<file path="config.mk">
export PLATFORM = sky130hd
export DESIGN_NAME = sem_kernel
export DESIGN_NICKNAME = d
export VERILOG_FILES = /design/src/rtl/sem_pkg.sv /design/src/rtl/sem_kernel.sv
export SDC_FILE = /design/constraint.sdc
export NUM_CORES = 1
export LEC_CHECK = 0
export ABC_CLOCK_PERIOD_IN_PS = 4050
export BUFFER_PORTS_ARGS = -buffer_cell sky130_fd_sc_hd__buf_4
export CORE_MARGIN = 2
export CORE_UTILIZATION = 57
export CTS_CLUSTER_SIZE = 40
export DETAILED_ROUTE_END_ITERATION = 16
export GPL_TIMING_DRIVEN = 0
export PLACE_DENSITY = 0.85
export SLEW_MARGIN = 20
export SYNTH_ARGS = -nofsm -noshare
export SYNTH_HDL_FRONTEND = slang
export SYNTH_SLANG_ARGS = --single-unit
</file>
<file path="constraint.sdc">
create_clock -name aclk -period 4.05 [get_ports aclk]
set_input_delay 0.81 -clock aclk [delete_from_list [all_inputs] [get_ports aclk]]
set_output_delay 0.81 -clock aclk [all_outputs]
set_load 0.03 [all_outputs]
</file>
<file path="src/rtl/sem_pkg.sv">
// Shared constants, types and helpers for the Sobel edge map block.
package sem_pkg;

    localparam int MAX_WIDTH    = 1024;
    localparam int MAX_HEIGHT   = 1024;
    localparam int COL_W        = $clog2(MAX_WIDTH);
    localparam int ROW_W        = $clog2(MAX_HEIGHT);
    localparam int CFG_W        = 11;
    localparam int CFG_ADDR_W   = 1;
    localparam int PIX_W        = 8;
    localparam int DATA_W       = 8;

    localparam logic [CFG_W-1:0] WIDTH_RESET  = CFG_W'(640);
    localparam logic [CFG_W-1:0] HEIGHT_RESET = CFG_W'(480);
    localparam logic [CFG_W-1:0] DIM_MIN      = CFG_W'(2);

    // configuration register indexes
    localparam logic [CFG_ADDR_W-1:0] REG_IMAGE_WIDTH  = CFG_ADDR_W'(0);
    localparam logic [CFG_ADDR_W-1:0] REG_IMAGE_HEIGHT = CFG_ADDR_W'(1);

    // saturating input row tracker: only "first", "second" and "later" matter
    localparam logic [1:0] ROW_FIRST  = 2'd0;
    localparam logic [1:0] ROW_SECOND = 2'd1;
    localparam logic [1:0] ROW_LATER  = 2'd2;

    localparam int OUT_FIFO_DEPTH = 8;
    localparam int OUT_PTR_W      = $clog2(OUT_FIFO_DEPTH);
    localparam int OUT_CNT_W      = OUT_PTR_W + 1;

    typedef logic [PIX_W-1:0] pix_t;

    typedef struct packed {
        pix_t top;
        pix_t mid;
        pix_t bot;
    } win_col_t;

    typedef struct packed {
        win_col_t left;
        win_col_t centre;
        win_col_t right;
    } kern_win_t;

    typedef struct packed {
        logic row_end;
        logic frame_end;
    } res_tag_t;

    typedef struct packed {
        logic     res;
        logic     c_zero;
        logic     c_one;
        logic     top;
        logic     bottom;
        res_tag_t tag;
    } item_ctl_t;

    typedef struct packed {
        res_tag_t tag;
        logic     edge_bit;
    } res_beat_t;

    function automatic logic [CFG_W-1:0] clamp_dim(input logic [CFG_W-1:0] v,
                                                   input logic [CFG_W-1:0] hi);
        logic [CFG_W-1:0] r;
        if (v < DIM_MIN) begin
            r = DIM_MIN;
        end else if (v > hi) begin
            r = hi;
        end else begin
            r = v;
        end
        return r;
    endfunction

endpackage

</file>
<file path="src/rtl/sem_kernel.sv">
// Two-stage Sobel gradient and edge threshold on a prepared 3x3 window.
module sem_kernel (
    input  logic                aclk,
    input  logic                aresetn,
    input  logic                in_valid,
    input  sem_pkg::kern_win_t  in_win,
    input  sem_pkg::res_tag_t   in_tag,
    output logic                out_valid,
    output sem_pkg::res_beat_t  out_beat
);
    import sem_pkg::*;

    function automatic logic [PIX_W+1:0] wsum(input pix_t a, input pix_t b, input pix_t c);
        return {2'b00, a} + {1'b0, b, 1'b0} + {2'b00, c};
    endfunction

    logic               a_valid_reg;
    kern_win_t          a_win_reg;
    res_tag_t           a_tag_reg;

    logic               b_valid_reg;
    logic signed [PIX_W+2:0] gx_reg, gx_next;
    logic signed [PIX_W+2:0] gy_reg, gy_next;
    res_tag_t           b_tag_reg;

    logic [PIX_W+1:0]   abs_x, abs_y;
    logic [PIX_W+2:0]   mag;

    always_ff @(posedge aclk) begin
        if (!aresetn) begin
            a_valid_reg <= 1'b0;
            b_valid_reg <= 1'b0;
        end else begin
            a_valid_reg <= in_valid;
            b_valid_reg <= a_valid_reg;
        end
    end

    always_ff @(posedge aclk) begin
        a_win_reg <= in_win;
        a_tag_reg <= in_tag;
        gx_reg    <= gx_next;
        gy_reg    <= gy_next;
        b_tag_reg <= a_tag_reg;
    end

    always_comb begin
        gx_next = $signed({1'b0, wsum(a_win_reg.right.top, a_win_reg.right.mid,
                                      a_win_reg.right.bot)})
                - $signed({1'b0, wsum(a_win_reg.left.top, a_win_reg.left.mid,
                                      a_win_reg.left.bot)});
        gy_next = $signed({1'b0, wsum(a_win_reg.left.bot, a_win_reg.centre.bot,
                                      a_win_reg.right.bot)})
                - $signed({1'b0, wsum(a_win_reg.left.top, a_win_reg.centre.top,
                                      a_win_reg.right.top)});
    end

    // saturating each term and the sum to 255 never changes "greater than one"
    always_comb begin
        abs_x = gx_reg[PIX_W+2] ? (PIX_W+2)'(-gx_reg) : (PIX_W+2)'(gx_reg);
        abs_y = gy_reg[PIX_W+2] ? (PIX_W+2)'(-gy_reg) : (PIX_W+2)'(gy_reg);
        mag   = {1'b0, abs_x} + {1'b0, abs_y};
    end

    assign out_valid         = b_valid_reg;
    assign out_beat.tag      = b_tag_reg;
    assign out_beat.edge_bit = (mag > (PIX_W+3)'(1));

endmodule

</file>
# Yosys cells after proc, flatten, opt, wreduce, memory -nomap -nowiden
# Index checks and enable logic that the tools add are counted.
dict set report word_totals {
  output_inout_bits 4
  inputBits 77
  word_cells 32
  reg_bits 92
}
dict set report op_classes {
  n_lt_le_gt_ge 1
  mux 2
  add_sub_neg 13
}
# cell count
set op_table {}
lappend op_table {{adder 10 x 8 -> 10 bit} 4}
lappend op_table {{adder 8 x 9 -> 10 bit} 4}
lappend op_table {{subtractor 10 x 10 -> 11 bit} 2}
lappend op_table {{2-to-1 mux 10 bit} 2}
lappend op_table {{negator 10 bit} 2}
lappend op_table {{adder 10 x 10 -> 11 bit} 1}
lappend op_table {{greater-than comparator 11 x 1 -> 1 bit (second input constant)} 1}

# Longest topological paths before layout
dict set report depth {
  word_depth 4
  mapped_depth 14
  mapped_depth_nobuf 14
}

# Worst setup path after synthesis
# No wires, ideal clock.
dict set report synth_timing {
  kind {register to output}
  from {register gx_reg[5]}
  to {output out_beat[0] (netlist name)}
  slack_ns 0.386
  path_buffers 0
  path_stages_with_launch 11
  t_required_ns 3.240
  arrival_ns 2.854
  cell_sequence {dfxtp_1 or4_1 o41ai_1 xnor2_1 ha_1 nor2b_1 a22o_1 a22oi_1 a211oi_1 nand4_1 or4_1}
}
# item line
set synth_rtl {}
lappend synth_rtl {{start: declaration} sem_kernel.sv:22} ;# logic signed [PIX_W+2:0] gx_reg, gx_next;
lappend synth_rtl {{start signal: assignment} sem_kernel.sv:42} ;# gx_reg <= gx_next;
lappend synth_rtl {{end: declaration} sem_kernel.sv:9} ;# output sem_pkg::res_beat_t out_beat

==> PnR_summary.wiki <==
{| class="wikitable"
! Metric !! Value
|-
| Netlist area before placement || 4930 um^2
|-
| Beginning of the critical path || gx_reg[6]$_DFF_P_
|-
| Clk slew on worst S/H paths || 0.08 ns
|-
| Arrival time of the worst setup path || 3.26 ns
|-
| Library cell occupying the most area in the post-synthesis netlist || sky130_fd_sc_hd__dfxtp_1
|-
| Reg-to-reg startpoint || a_win_reg[18]$_DFF_P_
|-
| Stages on worst setup path || 11
|-
| Time the final worst path needs with I/O delays and setup || 4.07 ns
|-
| Slowest CP cell || sky130_fd_sc_hd__or4_4
|-
| Die width || 97.0 um
|-
| Max incr delay on CP || 0.60 ns
|-
| Die Outline Area || 9420 um^2
|-
| # IOs || 81
|-
| Path class of the lowest-slack min-delay path || reg -> reg
|-
| Count of inserted antenna diode cells || 0
|-
| Violation count after the first detailed-routing iteration || 62
|-
| Leak Pwr || 0.00299 uW
|-
| Status || finished with violations
|-
| Number of optimization iterations in the first detailed-route pass || 4
|-
| Number of pins with negative max-slew slack in the final report || 0
|-
| Fraction of layout cells with a size suffix above 1 || 25.0%
|-
| Routability-driven placement congestion ratio || 0.851
|-
| Post-Syn Instances || around 450
|-
| Clock root buffer || sky130_fd_sc_hd__clkbuf_8
|-
| Worst setup margin || -0.0184 ns
|-
| Proportion of synthesized chip area in sequential cells || between 30% and 40%
|-
| Total length of routed wires || 8660 um
|-
| Share of async-settable or async-resettable flops after synthesis || 0%
|-
| Ranking of synthesized cells by area || sky130_fd_sc_hd__dfxtp_1, sky130_fd_sc_hd__fa_1, sky130_fd_sc_hd__ha_1, sky130_fd_sc_hd__inv_1, sky130_fd_sc_hd__xnor2_1
|-
| Setup CP Type || reg -> out
|-
| Number of global-route vias before repair || between 3000 and 4000
|-
| TritonCTS clock tree || yes
|-
| Share of the clock period used by the worst path || 100%
|-
| Total congestion overflow || 0
|-
| List of cells traversed by the critical path || or4_4 > o41ai_4 > xnor2_1 > ha_1 > nor2b_4 > a22o_1 > a22oi_2 > a211oi_2 > nand4_1 > or4_4 > buf_6
|-
| TritonCTS buffer count || 9
|-
| Mean area per synthesized cell || between 10 and 15 um^2
|-
| Actual slew at the worst max-slew pin || 0.508 ns
|-
| Vias per cell || approximately 5.0
|-
| Worst reg-to-reg setup slack || 0.23 ns
|-
| Clock share of power || 11.0%
|-
| Violated checks || setup timing
|-
| DRC || 0
|-
| Pin count of the biggest net entering global routing || 19
|-
| Share of the synthesized area in the top cell type || 37.3%
|-
| Proportion of total power due to net switching || between 40% and 50%
|-
| Maximum count of clock buffers along a single path || 2
|-
| Logic pwr share || approximately 65%
|-
| Critical Path End || out_beat[0]
|-
| Required time at the worst-slack endpoint || ~3.2 ns
|-
| Flip-flop cell with the highest count after synthesis || sky130_fd_sc_hd__dfxtp_1
|-
| Critical Path Start Type || flop
|-
| Vias || 3212
|-
| Fill count || 563
|-
| Worst relative slew slack || 66.1%
|-
| Number of nets at the end of the flow || 712
|-
| Hold violation count in the final report || 0
|-
| Power Internal || 2980 uW
|-
| Layout Area Growth over Synthesis || 22.3%
|-
| Average routed wire per standard cell || 13.4 um
|-
| Net Sw Power || 2370 uW
|-
| Warnings from Yosys || 0
|-
| R2R cell count || 12
|-
| RSZ-0062 raised after global routing || yes
|-
| Count of nets left with antenna violations after detail routing || 0
|-
| Wire length of the first global-routing pass || 15000 um
|-
| Clock net sink count || 92
|-
| Delay-heaviest family, CP || simple AND/OR/NAND/NOR gates
|-
| Power per cell area || 887 nW/um^2
|-
| Core region area || approximately 8300 um^2
|-
| Std-Cell Rows || 33
|-
| Effective utilization at floorplan || 59.4%
|-
| Number of different library cells in the post-synthesis netlist || between 40 and 50
|-
| Max FFs per register || 64
|-
| Share of total power in sequential cells || 23.6%
|-
| Die span in y || 97.0 um
|-
| Worst Path Buf+Inv || 1
|-
| Flops & latches, synth || 92
|-
| Type of element capturing the critical path || primary output
|-
| Number of I/O port buffers || 72
|-
| Half-perimeter wire length of the detailed placement result || between 6000 and 7000 um
|-
| Number of synthesized flops with an enable pin || 0
|-
| Area occupied by registers || between 1500 and 2000 um^2
|-
| Later-pin clock latency in the skew report || 0.37 ns
|-
| Sum Neg Setup Slack || -0.0184 ns
|-
| H-Tree Depth || 3
|-
| Worst-case clock skew || 0.0168 ns
|-
| Number of antenna violations at the first check in global routing || 0
|-
| Final number of setup-violating endpoints || 1
|-
| Top cell by count, worst path || sky130_fd_sc_hd__or4_4
|-
| Highest clock rate || 246 MHz
|-
| Post-Route Utilization || 72.7%
|-
| Largest fanout on the critical path || 3
|-
| Number of nets produced by synthesis || 625
|-
| Max VDD drop || 530 uV
|-
| Post-CTS Hold Buffers || 0
|-
| Worst reg2reg path endpoint || gy_reg[10]$_DFF_P_
|-
| Max capacitance violation total || 0
|-
| Area of combinational cells with multiple inputs || 2830 um^2
|-
| All-Layer GR Usage || 19.7%
|}
==> cell usage after synthesis, types with 3 or more instances <==
master	number
sky130_fd_sc_hd__inv_1	116
sky130_fd_sc_hd__dfxtp_1	92
sky130_fd_sc_hd__fa_1	63
sky130_fd_sc_hd__ha_1	36
sky130_fd_sc_hd__xnor2_1	27
sky130_fd_sc_hd__o21ai_0	14
sky130_fd_sc_hd__nand2_1	13
sky130_fd_sc_hd__a21oi_1	10
sky130_fd_sc_hd__nor2_1	8
sky130_fd_sc_hd__a21o_1	6
sky130_fd_sc_hd__xor2_1	6
sky130_fd_sc_hd__nand2b_1	5
sky130_fd_sc_hd__o31ai_1	5
sky130_fd_sc_hd__o41ai_1	4
sky130_fd_sc_hd__or4_1	4
sky130_fd_sc_hd__nor2b_1	3
sky130_fd_sc_hd__or3_1	3
==> kinds of logic (layout without fill, tap and decap cells) <==
group / Yosys count / count (layout) / share of synthesized area [%]
buf+inv: 119 / 211 / 9.08
fa+ha+maj: 99 / 99 / 34.7
flops: 92 / 92 / 37.3
compound gates: 56 / 56 / 7.76
simple gates: 50 / 50 / 5.28
xor+xnor: 33 / 33 / 5.86
==> worst register-to-register path: stages, from the launching register on <==
cell                       delay [ns]
sky130_fd_sc_hd__dfxtp_1         0.37
sky130_fd_sc_hd__inv_1           0.07
sky130_fd_sc_hd__fa_1            0.53
sky130_fd_sc_hd__inv_1           0.05
sky130_fd_sc_hd__fa_1            0.50
sky130_fd_sc_hd__fa_1            0.54
sky130_fd_sc_hd__inv_1           0.07
sky130_fd_sc_hd__ha_1            0.30
sky130_fd_sc_hd__a21o_1          0.16
sky130_fd_sc_hd__a21oi_1         0.26
sky130_fd_sc_hd__o21ai_1         0.17
sky130_fd_sc_hd__or4_1           0.46
sky130_fd_sc_hd__a221oi_1        0.26
==> routing by layer <==
metal | up-vias | part of all wire [%] | global-route usage [%]
met3 | 21 | 4.2 | 4.62
met2 | 90 | 54 | 36.2
li1 | 1558 | - | -
met5 | - | 0 | 0
met4 | 0 | 1.9 | 6.83
met1 | 1543 | 40 | 22.4
==> power groups by stage <==
stage | Sequential [uW] | Combinational [uW] | Clock, uW
final | 1260 | 3500 | 588
after CTS | 1220 | 3100 | 602
after floorplan | 1180 | 2290 | 0
after detailed placement | 1210 | 2850 | 0
after global routing | 1280 | 3870 | 643
after global placement | 1200 | 2690 | 0
==> metrics by stage <==
stage	instance area [um^2]	hold slack (ns)	std cells	worst slack, ns	total power, uW
floorplan	4930	0.310	449	0.386	3470
global placement	5610	0.310	626	0.183	3890
detailed placement	5610	0.316	626	0.125	4060
CTS	5890	0.337	643	0.000788	4920
global route	6030	0.340	646	-0.144	5800
finish	6030	0.333	646	-0.0184	5350
==> worst min-delay path by stage <==
stage                                    start             endpoint  slack, ns  cells past startpoint
after floorplan           a_tag_reg[0]$_DFF_P_  out_beat[1]$_DFF_P_       0.31                      0
after global placement    a_tag_reg[0]$_DFF_P_  out_beat[1]$_DFF_P_       0.31                      0
after detailed placement  a_tag_reg[0]$_DFF_P_  out_beat[1]$_DFF_P_       0.32                      0
after CTS                 a_tag_reg[0]$_DFF_P_  out_beat[1]$_DFF_P_       0.34                      0
after global routing      a_tag_reg[0]$_DFF_P_  out_beat[1]$_DFF_P_       0.34                      0
final                     a_tag_reg[0]$_DFF_P_  out_beat[1]$_DFF_P_       0.33                      0
==> layout by cell type, fill, tap and decap left out, types with 2 or more instances in the layout <==
| cell | instances |
|---|---|
| sky130_fd_sc_hd__inv_1 | 116 |
| sky130_fd_sc_hd__dfxtp_1 | 85 |
| sky130_fd_sc_hd__buf_4 | 77 |
| sky130_fd_sc_hd__fa_1 | 62 |
| sky130_fd_sc_hd__ha_1 | 34 |
| sky130_fd_sc_hd__xnor2_1 | 26 |
| sky130_fd_sc_hd__nand2_1 | 12 |
| sky130_fd_sc_hd__a21oi_1 | 9 |
| sky130_fd_sc_hd__clkbuf_8 | 9 |
| sky130_fd_sc_hd__o21ai_0 | 8 |
| sky130_fd_sc_hd__nor2_1 | 8 |
| sky130_fd_sc_hd__dfxtp_2 | 7 |
| sky130_fd_sc_hd__xor2_1 | 6 |
| sky130_fd_sc_hd__a21o_1 | 6 |
| sky130_fd_sc_hd__nand2b_1 | 5 |
| sky130_fd_sc_hd__o21ai_1 | 5 |
| sky130_fd_sc_hd__o31ai_2 | 4 |
| sky130_fd_sc_hd__or4_4 | 3 |
| sky130_fd_sc_hd__o21ai_4 | 3 |
| sky130_fd_sc_hd__inv_6 | 3 |
| sky130_fd_sc_hd__or3_4 | 2 |
| sky130_fd_sc_hd__nor2b_1 | 2 |
| sky130_fd_sc_hd__nor3_1 | 2 |
| sky130_fd_sc_hd__or2_2 | 2 |
| sky130_fd_sc_hd__o41ai_1 | 2 |
| sky130_fd_sc_hd__o41ai_4 | 2 |
| sky130_fd_sc_hd__a31oi_1 | 2 |
| sky130_fd_sc_hd__nor4_1 | 2 |
| sky130_fd_sc_hd__buf_6 | 2 |
| sky130_fd_sc_hd__a21oi_4 | 2 |
| sky130_fd_sc_hd__nand2_2 | 2 |
| sky130_fd_sc_hd__nand4_1 | 2 |
| sky130_fd_sc_hd__and2_1 | 2 |
| sky130_fd_sc_hd__ha_2 | 2 |
==> what timing repair did <==
action | 4_1_cts | 5_1_grt
hold endpoints to repair | 0 | 0
resized for setup | 19 | 32
endpoints found under the setup margin | 1 | 1
pin swaps | 4 | 14
setup buffers | 2 | 4
==> area by class of cell <==
class                           instances  area share, %
Timing Repair Buffer                   78           9.77
Clock inverter                          7           1.10
Clock buffer                            9           2.05
Multi-Input combinational cell        238           46.8
Tap cell                              105           2.18
Sequential cell                        92           30.7
Buffer                                  1          0.187
Inverter                              116           7.22
Note: power is estimated with default switching activity, not from simulation.
